===== src/hdl/fvgt_pkg.sv =====
// ----------------------------------------------------------------------------
// fvgt_pkg
// Shared constants, codes and types of the fair value gap tracker.
// ----------------------------------------------------------------------------
package fvgt_pkg;

  localparam int unsigned MAX_OPEN_GAPS_DEF = 16;
  localparam int unsigned PRICE_BITS_DEF    = 32;

  // bar numbers and output price fields are fixed at 32 bits
  localparam int unsigned BAR_W    = 32;
  localparam int unsigned FIELD_W  = 32;
  localparam int unsigned KIND_W   = 3;
  localparam int unsigned REG_W    = 32;
  localparam int unsigned NUM_REGS = 8;
  localparam int unsigned ADDR_W   = $clog2(NUM_REGS) + 2;

  // distance from the first to the third bar of a gap
  localparam int unsigned GAP_SPAN = 2;

  typedef enum logic [KIND_W-1:0] {
    EV_NEW_UP  = 3'd0,
    EV_NEW_DN  = 3'd1,
    EV_FILL_UP = 3'd2,
    EV_FILL_DN = 3'd3,
    EV_NONE    = 3'd4
  } event_kind_e;

  typedef enum logic [$clog2(NUM_REGS)-1:0] {
    REG_UP_EN   = 3'd0,
    REG_DN_EN   = 3'd1,
    REG_UP_MIN  = 3'd2,
    REG_DN_MIN  = 3'd3,
    REG_UP_EXT  = 3'd4,
    REG_DN_EXT  = 3'd5,
    REG_UP_HIDE = 3'd6,
    REG_DN_HIDE = 3'd7
  } reg_idx_e;

  // token walking down the cell row, one cell per cycle while the result side is not stalled
  typedef struct packed {
    logic active;
    logic up_pend;     // new up gap still looking for a free slot
    logic dn_pend;     // new down gap still looking for a free slot
    logic all_filled;  // every cell so far held a gap that this bar filled
  } tok_t;

  typedef struct packed {
    logic up_extend;
    logic dn_extend;
    logic up_hide;
    logic dn_hide;
  } fill_cfg_t;

  typedef struct packed {
    logic [FIELD_W-1:0] far_price;
    logic [FIELD_W-1:0] near_price;
    logic [BAR_W-1:0]   end_bar;
    logic [BAR_W-1:0]   begin_bar;
    logic               tracked;
    logic               hidden;
    logic [KIND_W-1:0]  kind;
  } res_t;

endpackage


===== src/hdl/fvgt_cell.sv =====
// ----------------------------------------------------------------------------
// fvgt_cell
// One slot of the open gap table. Checks the bar for a fill while the token
// sits here, takes a pending new gap when free, and hands the token on.
// ----------------------------------------------------------------------------
module fvgt_cell #(
  parameter int unsigned PRICE_BITS = fvgt_pkg::PRICE_BITS_DEF
) (
  input  logic                        clk_i,
  input  logic                        rst_ni,
  input  logic                        en_i,
  input  logic                        start_i,
  input  logic                        cancel_i,
  input  fvgt_pkg::tok_t              tok_i,
  output fvgt_pkg::tok_t              tok_o,
  input  fvgt_pkg::fill_cfg_t         cfg_i,
  input  logic [PRICE_BITS-1:0]       bar_high_i,
  input  logic [PRICE_BITS-1:0]       bar_low_i,
  input  logic [fvgt_pkg::BAR_W-1:0]  now_i,
  input  logic [fvgt_pkg::BAR_W-1:0]  new_begin_i,
  input  logic [PRICE_BITS-1:0]       up_near_i,
  input  logic [PRICE_BITS-1:0]       dn_near_i,
  output logic                        emit_o,
  output fvgt_pkg::res_t              res_o
);

  fvgt_pkg::tok_t tok_q;
  logic valid_q, valid_d;
  logic new_dn_q, new_dn_d;

  logic                       up_q;
  logic [fvgt_pkg::BAR_W-1:0] begin_q;
  logic [PRICE_BITS-1:0]      near_q;
  logic [PRICE_BITS-1:0]      far_q;

  logic act, fill, free, store_up, store_dn;

  assign act  = tok_q.active;
  assign fill = valid_q && (up_q ? (bar_low_i <= near_q) : (bar_high_i >= near_q));
  assign free = !valid_q || fill;
  assign store_up = act && free && tok_q.up_pend;
  assign store_dn = act && free && !tok_q.up_pend && tok_q.dn_pend;
  assign emit_o   = act && fill;

  always_comb begin
    tok_o = '0;
    if (act) begin
      tok_o.active     = 1'b1;
      tok_o.up_pend    = tok_q.up_pend && !store_up;
      tok_o.dn_pend    = tok_q.dn_pend && !store_dn;
      tok_o.all_filled = tok_q.all_filled && fill;
    end
  end

  always_comb begin
    res_o = '0;
    if (emit_o) begin
      res_o.kind       = up_q ? fvgt_pkg::EV_FILL_UP : fvgt_pkg::EV_FILL_DN;
      res_o.begin_bar  = begin_q;
      res_o.end_bar    = (up_q ? cfg_i.up_extend : cfg_i.dn_extend) ? now_i
                         : begin_q + fvgt_pkg::BAR_W'(fvgt_pkg::GAP_SPAN);
      res_o.near_price = fvgt_pkg::FIELD_W'(near_q);
      res_o.far_price  = fvgt_pkg::FIELD_W'(far_q);
      res_o.hidden     = up_q ? cfg_i.up_hide : cfg_i.dn_hide;
      res_o.tracked    = 1'b0;
    end
  end

  always_comb begin
    valid_d  = valid_q;
    new_dn_d = new_dn_q;
    if (en_i) begin
      if (start_i) begin
        new_dn_d = 1'b0;
      end
      if (store_up || store_dn) begin
        valid_d = 1'b1;
      end else if (emit_o) begin
        valid_d = 1'b0;
      end
      if (store_dn) begin
        new_dn_d = 1'b1;
      end
    end
    // a down gap past the result cap is taken back out
    if (cancel_i && new_dn_q) begin
      valid_d = 1'b0;
    end
  end

  always_ff @(posedge clk_i or negedge rst_ni) begin
    if (!rst_ni) begin
      tok_q    <= '0;
      valid_q  <= 1'b0;
      new_dn_q <= 1'b0;
    end else begin
      valid_q  <= valid_d;
      new_dn_q <= new_dn_d;
      if (en_i) begin
        tok_q <= tok_i;
      end
    end
  end

  always_ff @(posedge clk_i) begin
    if (en_i && store_up) begin
      up_q    <= 1'b1;
      begin_q <= new_begin_i;
      near_q  <= up_near_i;
      far_q   <= bar_low_i;
    end else if (en_i && store_dn) begin
      up_q    <= 1'b0;
      begin_q <= new_begin_i;
      near_q  <= dn_near_i;
      far_q   <= bar_high_i;
    end
  end

endmodule


===== config.mk =====
export PLATFORM = sky130hd
export DESIGN_NAME = fvgt_cell
export DESIGN_NICKNAME = d
export VERILOG_FILES = /design/src/hdl/fvgt_pkg.sv /design/src/hdl/fvgt_cell.sv
export SDC_FILE = /design/constraint.sdc
export NUM_CORES = 1
export LEC_CHECK = 0
export BUFFER_PORTS_ARGS = -buffer_cell sky130_fd_sc_hd__buf_2
export CORE_AREA = 2 2 133 135
export CTS_CLUSTER_SIZE = 20
export DETAILED_ROUTE_END_ITERATION = 6
export DIE_AREA = 0 0 135 137
export PLACE_DENSITY = 0.77
export SYNTH_ARGS = -nofsm -noshare
export SYNTH_HDL_FRONTEND = slang
export SYNTH_SLANG_ARGS = --single-unit

===== constraint.sdc =====
create_clock -name clk_i -period 11.8 [get_ports clk_i]
set_clock_uncertainty 0.05 [all_clocks]
set_input_delay 0 -clock clk_i [delete_from_list [all_inputs] [get_ports clk_i]]
set_output_delay 0 -clock clk_i [all_outputs]
set_load 0.005 [all_outputs]

==> impl_metrics.env, run 1 <==
export IMPL_worstMarginPinSlew_ns=0.998
export IMPL_timing_critical_path_from="near_q[11]"
export IMPL_unrepaired_setup_endpoints_after_global_routing="false"
export IMPL_clock_tree_htree_level_count=3
export IMPL_endpoint_kind="flop"
export IMPL_die_area_sq_um=18500
export IMPL_initial_core_utilization_pct=41.2
export IMPL_critical_path_required_ns=11.85
export IMPL_grt_antenna_before_repair=1
export IMPL_core_rowCount=48
export IMPL_regToRegStartpoint="near_q[11]"
export IMPL_number_of_filler_cells_placed_in_the_layout=1315
export IMPL_ys_seq_elements=103
export IMPL_ctsHoldBuffers=171
export IMPL_finalNetCount=1430
export IMPL_syn_to_final_growth_pct=55.3
export IMPL_grt_total_usage_pct=25.6
export IMPL_root_buffer="clkbuf_16"
export IMPL_overflow=0
export IMPL_via_per_inst=5.16
export IMPL_peakVddDrop_uv=87.8
export IMPL_coreArea_sq_um=17100
export IMPL_dpl_cell_count=1203
export IMPL_cts_buffers_inserted=9
export IMPL_fmaxAchievable_mhz=220
export IMPL_power_leakage_nw=5.10
export IMPL_cts_repair_timing_setup_buffer_count=0
export IMPL_pwr_density_cell_nw_per_um2=114
export IMPL_post_route_period_util_pct=38.5
export IMPL_layout_drive_gt1_share_pct=32.4
export IMPL_post_synth_main_area_contributors="edfxtp_1, ha_1, mux2_1"
export IMPL_critical_path_class="reg -> reg"
export IMPL_finalSetupViolations=0
export IMPL_synth_cell_area_sq_um=7030
export IMPL_worst_hold_startpoint="bar_high_i[0]"
export IMPL_dpl_wire_length_microns=16300
export IMPL_cts_sinks=103
export IMPL_run_status="finished clean"
export IMPL_route_detailed_wl_per_inst_microns=17.6
export IMPL_synth_top_cells_by_count="edfxtp_1, nor2_1, and2_1"
export IMPL_grt_max_degree=69
export IMPL_hold_fails_final_rpt=0
export IMPL_timing_critical_path_fanout_max=39
export IMPL_holdCritPathClass="in -> reg"
export IMPL_ant_nets_after_route=0
export IMPL_dr_drc_count=0
export IMPL_multi_input_logic_area_sq_um=3690
export IMPL_dr_pass1_iters=5
export IMPL_finalWeightedCongestion=0.967
export IMPL_vertical_extent_of_the_die_microns=137
export IMPL_timing_final_crit_period_ns=4.54
export IMPL_yosysUniqueCellTypes=50
export IMPL_synth_top_cell_by_area="edfxtp_1"
export IMPL_max_slew_margin_pct=33.5
export IMPL_ctsResizeCount=0
export IMPL_synthesis_area_per_instance_sq_um=10.6
export IMPL_finalWirelength_microns=24500
export IMPL_final_max_slew_viol_count=0
export IMPL_yosys_most_used_dff="edfxtp_1"
export IMPL_number_of_global_route_vias_before_repair=7261
export IMPL_drt_iter0_drc=370
export IMPL_stdcell_count=1391
export IMPL_routed_via_count=7179
export IMPL_layout_area_seq_sq_um=3050
export IMPL_whs_ns=0.0263
export IMPL_startpoint_type="flop"
export IMPL_post_synth_top_count_cell="edfxtp_1"
export IMPL_max_cap_viol_count=0
export IMPL_worst_setup_hold_path_clk_slew_ns=0.08
export IMPL_clock_insertion_delay_worst_skew_ns=0.35
export IMPL_ys_warnings_count=0
export IMPL_netlist_instances=664
export IMPL_cts_max_path_buffers=2
export IMPL_cts_tree="done"
export IMPL_register_area_share_after_synthesis_pct=43.4
export IMPL_floorplan_die_width_microns=135
export IMPL_synth_async_reset_ratio_pct=5.83
export IMPL_synth_edff_count=96
export IMPL_io_buffer_count=340
export IMPL_top_level_ports=343
export IMPL_timing_setup_tns_ns=0
export IMPL_critical_path_arrival_ns=4.59
export IMPL_post_synth_top_area_fraction_pct=41.0
export IMPL_grt_pass1_wl_microns=36600
==> registers in the layout (all words and copies together), names as in the netlist <==
register  flops
up_q          1
tok_q         3
begin_q      32
valid_q       1
act           1
far_q        32
new_dn_q      1
near_q       32
==> report_power, final <==
group	switching (mW)	internal (mW)	leakage, nW
clock network	0.142	0.166	0.148
registers	0.0279	0.448	0.965
logic	0.240	0.217	3.99
total	0.410	0.830	5.10
==> metal layers <==
layer  share of wire (%)  vias up  global-route usage [%]  wire length [microns]
li1                    -     3391                       -                      -
met1                  36     3358                    27.2                   8920
met2                  53      358                    49.5                  13000
met3                 6.8       72                    4.56                   1660
met4                 3.6        0                    11.0                    869
met5                   0        -                       0                      0
==> per-stage QoR <==
stage               utilization [%]  area, sq um  power, mW  setup WS, ns
global placement               52.2         8900      0.865          7.98
global route                   64.0        10900       1.31          7.02
finish                         64.0        10900       1.24          7.26
CTS                            64.0        10900       1.24          7.33
floorplan                         -         7030      0.705          5.27
detailed placement             52.2         8900      0.871          7.88
==> cell families (layout without fill, tap and decap cells) <==
logic type / after synthesis / after routing / synth area share (%)
mux: 71 / 71 / 11.3
compound gates: 88 / 88 / 8.63
other cells: 1 / 3 / 0.0533
simple gates: 238 / 238 / 17.0
flops: 103 / 103 / 43.4
xor+xnor: 29 / 29 / 3.61
buf+inv: 69 / 569 / 4.40
fa+ha+maj: 65 / 65 / 11.6
==> placed cells by master (no fill, tap or decap), drive strengths merged, types with 2 or more instances in the layout <==
cell type | netlist | routed
a2111oi | 2 | 2
a211oi | 31 | 31
a21o | 3 | 3
a21oi | 27 | 27
a221oi | 2 | 2
and2 | 68 | 68
and3 | 7 | 7
and4 | 3 | 3
buf | 20 | 345
clkbuf | 12 | 9
clkinv | 0 | 3
conb | 1 | 2
dfrtp | 6 | 6
dlygate4sd3 | 0 | 171
edfxtp | 96 | 96
ha | 65 | 65
inv | 37 | 40
mux2 | 68 | 68
mux2i | 3 | 3
nand2 | 37 | 37
nand2b | 2 | 2
nand3 | 15 | 15
nand4 | 18 | 18
nor2 | 77 | 77
nor2b | 2 | 2
nor3 | 4 | 4
nor4 | 3 | 3
o21ai | 11 | 11
xnor2 | 8 | 8
xor2 | 21 | 21
==> layout make-up <==
type | instances | share of cell area [%]
antenna | 1 | 0.0229
clock buffer | 9 | 2.06
clock inverter | 7 | 0.642
inverter | 37 | 1.27
multi-input combinational | 493 | 33.8
sequential | 103 | 28.0
tap | 225 | 2.58
timing repair buffer | 516 | 31.6
==> path summary, 6_finish.rpt <==
kind,to,slack (ns),cells after the start
worst max-delay path,far_q[26],7.26,12
worst min-delay path,far_q[0],0.03,3
worst max register to register,far_q[26],7.26,12
worst min register to register,valid_q,0.44,1
max in group asynchronous,new_dn_q,10.96,3
min in group asynchronous,act,0.53,3
==> worst max-delay path, cell delays in order (launching register included) <==
cell and delay (ns):
edfxtp_1 0.36, inv_1 0.11, ha_1 0.29, nand4_1 0.18, nor2_1 0.06, a221o_1 0.32, o31a_1 0.32, nor3_2 0.13
o2bb2ai_2 0.13, a21oi_4 0.76, buf_4 0.59, mux2_1 0.38, dlygate4sd3_1 0.58
Power figures use the tool's default switching activity.
==> inputs of run 2 (changes only) <==
--- a/config.mk
+++ b/config.mk
@@ -5,12 +5,13 @@
 export SDC_FILE = /design/constraint.sdc
 export NUM_CORES = 1
 export LEC_CHECK = 0
+export ABC_AREA = 1
 export BUFFER_PORTS_ARGS = -buffer_cell sky130_fd_sc_hd__buf_2
-export CORE_AREA = 2 2 133 135
+export CORE_AREA = 2 2 135 137
 export CTS_CLUSTER_SIZE = 20
 export DETAILED_ROUTE_END_ITERATION = 6
-export DIE_AREA = 0 0 135 137
-export PLACE_DENSITY = 0.77
+export DIE_AREA = 0 0 137 139
+export PLACE_DENSITY = 0.81
 export SYNTH_ARGS = -nofsm -noshare
 export SYNTH_HDL_FRONTEND = slang
 export SYNTH_SLANG_ARGS = --single-unit
==> constraint.sdc (replaced) <==
create_clock -name clk_i -period 4.2 [get_ports clk_i]
set_clock_uncertainty 0.05 [all_clocks]
set_input_delay 0 -clock clk_i [delete_from_list [all_inputs] [get_ports clk_i]]
set_output_delay 0 -clock clk_i [all_outputs]
set_load 0.005 [all_outputs]
==> impl_metrics.env, run 2 <==
export IMPL_run_status="finished clean"
export IMPL_layout_cells_most_common_list="buf_2, nand2_1, dlygate4sd3_1"
export IMPL_post_synth_top_count_cell="nand2_1"
export IMPL_synthesis_area_per_instance_sq_um=8.24
export IMPL_dr_pass1_iters=5
export IMPL_post_synth_main_area_contributors="edfxtp_1, nand2_1, ha_1"
export IMPL_power_leakage_nw=6.24
export IMPL_synth_top_cell_by_area="edfxtp_1"
export IMPL_holdCritPathClass="in -> reg"
export IMPL_top_regs="begin_q x32, far_q x32, near_q x32"
export IMPL_fmaxAchievable_mhz=287
export IMPL_ys_warnings_count=0
export IMPL_max_cap_viol_count=0
export IMPL_die_area_sq_um=19000
export IMPL_overflow=0
export IMPL_cts_sinks=103
export IMPL_startpoint_type="flop"
export IMPL_cts_repair_timing_setup_buffer_count=0
export IMPL_register_area_share_after_synthesis_pct=38.2
export IMPL_drt_iter0_drc=446
export IMPL_finalWirelength_microns=28200
export IMPL_layout_drive_gt1_share_pct=29.9
export IMPL_synth_async_reset_ratio_pct=5.83
export IMPL_syn_to_final_growth_pct=49.1
export IMPL_timing_final_crit_period_ns=3.48
export IMPL_floorplan_die_width_microns=137
export IMPL_unrepaired_setup_endpoints_after_global_routing="false"
export IMPL_routed_via_count=8731
export IMPL_root_buffer="clkbuf_16"
export IMPL_hold_fails_final_rpt=0
export IMPL_synth_top_cells_by_count="nand2_1, inv_1, nor2_1"
export IMPL_finalNetCount=1736
export IMPL_critical_path_required_ns=4.35
export IMPL_via_per_inst=5.13
export IMPL_ant_nets_after_route=0
export IMPL_dpl_wire_length_microns=18800
export IMPL_dr_drc_count=0
export IMPL_layout_cells_most_common="buf_2"
export IMPL_grt_pass1_wl_microns=43200
export IMPL_number_of_global_route_vias_before_repair=8900
export IMPL_pwr_density_cell_nw_per_um2=312
export IMPL_clock_tree_htree_level_count=3
export IMPL_peakVddDrop_uv=265
export IMPL_final_max_slew_viol_count=0
export IMPL_critical_path_arrival_ns=3.62
export IMPL_worst_setup_hold_path_clk_slew_ns=0.07
export IMPL_timing_critical_path_fanout_max=67
export IMPL_ctsResizeCount=0
export IMPL_yosysUniqueCellTypes=40
export IMPL_grt_antenna_before_repair=3
export IMPL_cts_buffers_inserted=9
export IMPL_clock_insertion_delay_worst_skew_ns=0.36
export IMPL_initial_core_utilization_pct=45.3
export IMPL_top_level_ports=343
export IMPL_coreArea_sq_um=17700
export IMPL_endpoint_kind="flop"
export IMPL_timing_setup_tns_ns=0
export IMPL_ys_seq_elements=103
export IMPL_post_synth_top_area_fraction_pct=36.1
export IMPL_worstMarginPinSlew_ns=1.12
export IMPL_finalSetupViolations=0
export IMPL_synth_cell_area_sq_um=8000
export IMPL_finalWeightedCongestion=0.932
export IMPL_post_route_period_util_pct=82.8
export IMPL_number_of_filler_cells_placed_in_the_layout=1306
export IMPL_core_rowCount=49
export IMPL_synth_edff_count=96
export IMPL_critical_path_class="reg -> reg"
export IMPL_max_slew_margin_pct=23.9
export IMPL_io_buffer_count=340
export IMPL_cts_max_path_buffers=2
export IMPL_cts_tree="done"
export IMPL_grt_max_degree=68
export IMPL_grt_total_usage_pct=28.9
export IMPL_netlist_instances=971
export IMPL_yosys_most_used_dff="edfxtp_1"
export IMPL_dpl_instance_area_sq_um=9790
export IMPL_regToRegSetupSlack_ns=0.72
export IMPL_final_cell_area_sq_um=11900
export IMPL_vertical_extent_of_the_die_microns=139
export IMPL_route_detailed_wl_per_inst_microns=16.6
-- run 2: stage by stage --
| stage | util (%) | std cells | worst slack, ns | power, mW | hold slack (ns) |
|---|---|---|---|---|---|
| 2_1_floorplan | - | 972 | 0.904 | 2.12 | -0.346 |
| 3_3_place_gp | 55.5 | 1507 | 1.14 | 2.52 | -0.221 |
| 3_5_place_dp | 55.5 | 1507 | 1.05 | 2.54 | -0.220 |
| 4_1_cts | 67.5 | 1700 | 0.814 | 3.71 | 0.112 |
| 5_1_grt | 67.5 | 1702 | 0.522 | 3.92 | 0.184 |
| 6_report | 67.5 | 1702 | 0.720 | 3.73 | 0.131 |
-- run 2: path summary, 6_finish.rpt --
check	start	cells past startpoint	end
setup / recovery	near_q[29]	16	near_q[21]
hold / removal	en_i	6	valid_q
setup reg to reg	near_q[29]	16	near_q[21]
hold reg to reg	new_dn_q	2	new_dn_q
max in group asynchronous	rst_ni	3	new_dn_q
min in group asynchronous	rst_ni	3	tok_q[2]
-- run 2: power by group --
| part | total [mW] | switching [mW] | internal [mW] |
|---|---|---|---|
| clock | 0.996 | 0.392 | 0.604 |
| combinational | 1.44 | 0.849 | 0.595 |
| sequential | 1.29 | 0.0554 | 1.23 |
| total | 3.73 | 1.30 | 2.43 |
-- run 2: layer usage --
layer	track usage [%]	up-vias	part of all wire [%]
met2	51.6	532	51
li1	-	4111	-
met5	0	-	0.043
met3	6.73	118	9.2
met4	16.5	2	5.4
met1	30.7	3968	35
-- run 2: what timing repair did --
item                       in CTS  in global routing
hold endpoints to repair      108                  0
setup endpoints to repair       0                  0
hold buffers                  177                  0
-- run 2: critical path, stage by stage, from the launching register on --
cell	delay [ns]
edfxtp_1	0.34
inv_1	0.10
ha_1	0.34
nand2_1	0.10
nor2_4	0.10
nand2_2	0.09
nor3b_2	0.24
nand2_1	0.08
nand2_1	0.07
nand2_2	0.07
nand2_4	0.11
nand2_4	0.08
nand2_2	0.09
buf_4	0.56
nand2_1	0.14
nand2_1	0.11
dlygate4sd3_1	0.62
-- run 2: area by class of cell --
| type | count | area (sq um) | share of cell area [%] |
|---|---|---|---|
| Antenna cell | 2 | 5.00 | 0.0420 |
| Clock buffer | 10 | 239 | 2.00 |
| Clock inverter | 6 | 115 | 0.965 |
| Inverter | 139 | 527 | 4.42 |
| Multi-Input combinational cell | 687 | 4140 | 34.8 |
| Sequential cell | 103 | 3050 | 25.6 |
| Tap cell | 229 | 287 | 2.40 |
| Timing Repair Buffer | 526 | 3550 | 29.8 |
-- run 2: cells by family after synthesis --
group	Yosys count	synth area share, %
compound gates	70	5.24
xor+xnor	26	2.85
fa+ha+maj	65	10.2
buf+inv	182	10.4
flops	103	38.2
mux	16	2.00
other cells	1	0.0469
simple gates	508	31.1
==> inputs of run 3 (changes only) <==
--- a/config.mk
+++ b/config.mk
@@ -7,11 +7,11 @@
 export LEC_CHECK = 0
 export ABC_AREA = 1
 export BUFFER_PORTS_ARGS = -buffer_cell sky130_fd_sc_hd__buf_2
-export CORE_AREA = 2 2 135 137
+export CORE_ASPECT_RATIO = 2
+export CORE_UTILIZATION = 44
 export CTS_CLUSTER_SIZE = 20
 export DETAILED_ROUTE_END_ITERATION = 6
-export DIE_AREA = 0 0 137 139
-export PLACE_DENSITY = 0.81
+export PLACE_DENSITY = 0.82
 export SYNTH_ARGS = -nofsm -noshare
 export SYNTH_HDL_FRONTEND = slang
 export SYNTH_SLANG_ARGS = --single-unit
==> constraint.sdc (replaced) <==
create_clock -name clk_i -period 3.2 [get_ports clk_i]
set_clock_uncertainty 0.05 [all_clocks]
set_input_delay 0 -clock clk_i [delete_from_list [all_inputs] [get_ports clk_i]]
set_output_delay 0 -clock clk_i [all_outputs]
set_load 0.005 [all_outputs]
==> impl_metrics.env, run 3 (synthesis results as in run 2) <==
export IMPL_cts_repair_timing_setup_buffer_count=0
export IMPL_layout_cells_most_common="buf_2"
export IMPL_timing_critical_path_fanout_max=17
export IMPL_clock_insertion_delay_worst_skew_ns=0.36
export IMPL_top_level_ports=343
export IMPL_holdCritPathClass="in -> reg"
export IMPL_multi_input_logic_area_sq_um=4160
export IMPL_pwr_density_cell_nw_per_um2=394
export IMPL_routed_via_count=8798
export IMPL_die_area_sq_um=18700
export IMPL_grt_max_degree=68
export IMPL_critical_path_arrival_ns=3.13
export IMPL_critical_path_required_ns=3.25
export IMPL_route_detailed_wl_per_inst_microns=17.3
export IMPL_dpl_worst_slack_ns=0.387
export IMPL_clock_tree_htree_level_count=3
export IMPL_finalNetCount=1742
export IMPL_worstMarginPinSlew_ns=0.721
export IMPL_dr_pass1_iters=6
export IMPL_finalWirelength_microns=29300
export IMPL_initial_core_utilization_pct=45.0
export IMPL_dpl_instance_area_sq_um=9860
export IMPL_startpoint_type="flop"
export IMPL_finalSetupViolations=0
export IMPL_cts_tree="done"
export IMPL_vertical_extent_of_the_die_microns=193
export IMPL_fin_total_pwr_mw=4.72
export IMPL_grt_pass1_wl_microns=42800
export IMPL_worst_setup_hold_path_clk_slew_ns=0.08
export IMPL_via_per_inst=5.20
export IMPL_final_max_slew_viol_count=0
export IMPL_io_buffer_count=340
export IMPL_max_slew_margin_pct=52.0
export IMPL_top_regs="begin_q x32, far_q x32, near_q x32"
export IMPL_critical_path_class="reg -> reg"
export IMPL_grt_total_usage_pct=29.5
export IMPL_overflow=0
export IMPL_dr_drc_count=0
export IMPL_number_of_global_route_vias_before_repair=8708
export IMPL_timing_final_crit_period_ns=3.08
export IMPL_layout_drive_gt1_share_pct=30.5
export IMPL_hold_fails_final_rpt=0
export IMPL_dpl_wire_length_microns=19700
export IMPL_post_route_period_util_pct=96.2
export IMPL_cts_max_path_buffers=2
export IMPL_syn_to_final_growth_pct=49.9
export IMPL_floorplan_die_width_microns=97.3
export IMPL_max_cap_viol_count=0
export IMPL_final_cell_area_sq_um=12000
export IMPL_postLayoutSetupSlackWorst_ns=0.123
export IMPL_layout_cells_most_common_list="buf_2, nand2_1, dlygate4sd3_1"
export IMPL_finalWeightedCongestion=0.958
export IMPL_cts_buffers_inserted=9
export IMPL_number_of_filler_cells_placed_in_the_layout=1382
export IMPL_fmaxAchievable_mhz=325
export IMPL_coreArea_sq_um=17800
export IMPL_core_rowCount=69
export IMPL_root_buffer="clkbuf_16"
export IMPL_layout_area_seq_sq_um=3050
export IMPL_peakVddDrop_uv=311
export IMPL_cts_sinks=103
export IMPL_timing_setup_tns_ns=0
export IMPL_drt_iter0_drc=394
export IMPL_run_status="finished clean"
export IMPL_endpoint_kind="flop"
export IMPL_grt_antenna_before_repair=1
export IMPL_power_leakage_nw=6.28
export IMPL_ant_nets_after_route=0
## run 3: cell count changes in the layout (fill, tap and decap cells not counted), sizes merged
cell         change
clkinv           +2
bufinv           -3
clkbuf           +3
diode            -1
dlygate4sd3      -1
buf              +5
## run 3: report_power, final
| part | internal [mW] | total (mW) | switching [mW] | leakage (nW) |
|---|---|---|---|---|
| registers | 1.62 | 1.69 | 0.0732 | 0.961 |
| clock network | 0.532 | 1.04 | 0.512 | 0.130 |
| logic | 0.844 | 1.99 | 1.14 | 5.19 |
| total | 2.99 | 4.72 | 1.73 | 6.28 |
## run 3: layout make-up
type | count | share of cell area (%)
timing repair buffer | 532 | 31.0
sequential | 103 | 25.5
clock inverter | 5 | 0.292
multi-input combinational | 687 | 34.7
antenna | 1 | 0.0209
inverter | 139 | 4.40
clock buffer | 11 | 1.94
tap | 213 | 2.22
## run 3: timing repair
item | in CTS | in global routing
setup endpoints to repair | 0 | 57
endpoints found under the hold margin | 108 | 0
gates resized for setup | 0 | 11
hold buffers | 176 | 0
## run 3: per-layer routing
metal	vias to the layer above	global-route usage [%]	routed length [microns]
met3	165	4.85	1880
met4	0	21.2	2290
met1	4014	27.4	9390
met5	-	0	0
met2	495	57.4	15700
li1	4124	-	-
## run 3: through the flow
| step | hold slack [ns] | instances | utilization (%) |
|---|---|---|---|
| after floorplan | -0.346 | 972 | - |
| after global placement | -0.210 | 1495 | 55.5 |
| after detailed placement | -0.208 | 1495 | 55.5 |
| after CTS | 0.00514 | 1687 | 66.9 |
| after global routing | 0.0365 | 1691 | 67.4 |
| final | 0.00645 | 1691 | 67.4 |
## run 3: worst max-delay path, stage by stage (launching register included)
cell,delay [ns]
edfxtp_1,0.37
inv_1,0.15
ha_1,0.27
a21oi_1,0.24
nand2_1,0.08
nand2_1,0.06
nand2_1,0.05
nand2_1,0.05
nand2_1,0.06
nor2_1,0.12
nand2_2,0.09
nand2_4,0.11
nand2_4,0.10
buf_4,0.22
nand3_1,0.08
nand2_1,0.11
dlygate4sd3_1,0.60
## run 3: final timing paths
path	from	endpoint	slack [ns]	cells past startpoint
setup / recovery	near_q[27]	near_q[0]	0.12	16
hold / removal	en_i	new_dn_q	0.006	4
setup reg to reg	near_q[27]	near_q[0]	0.12	16
hold reg to reg	new_dn_q	new_dn_q	0.46	2
max in group asynchronous	rst_ni	act	2.30	3
min in group asynchronous	rst_ni	tok_q[1]	0.55	3
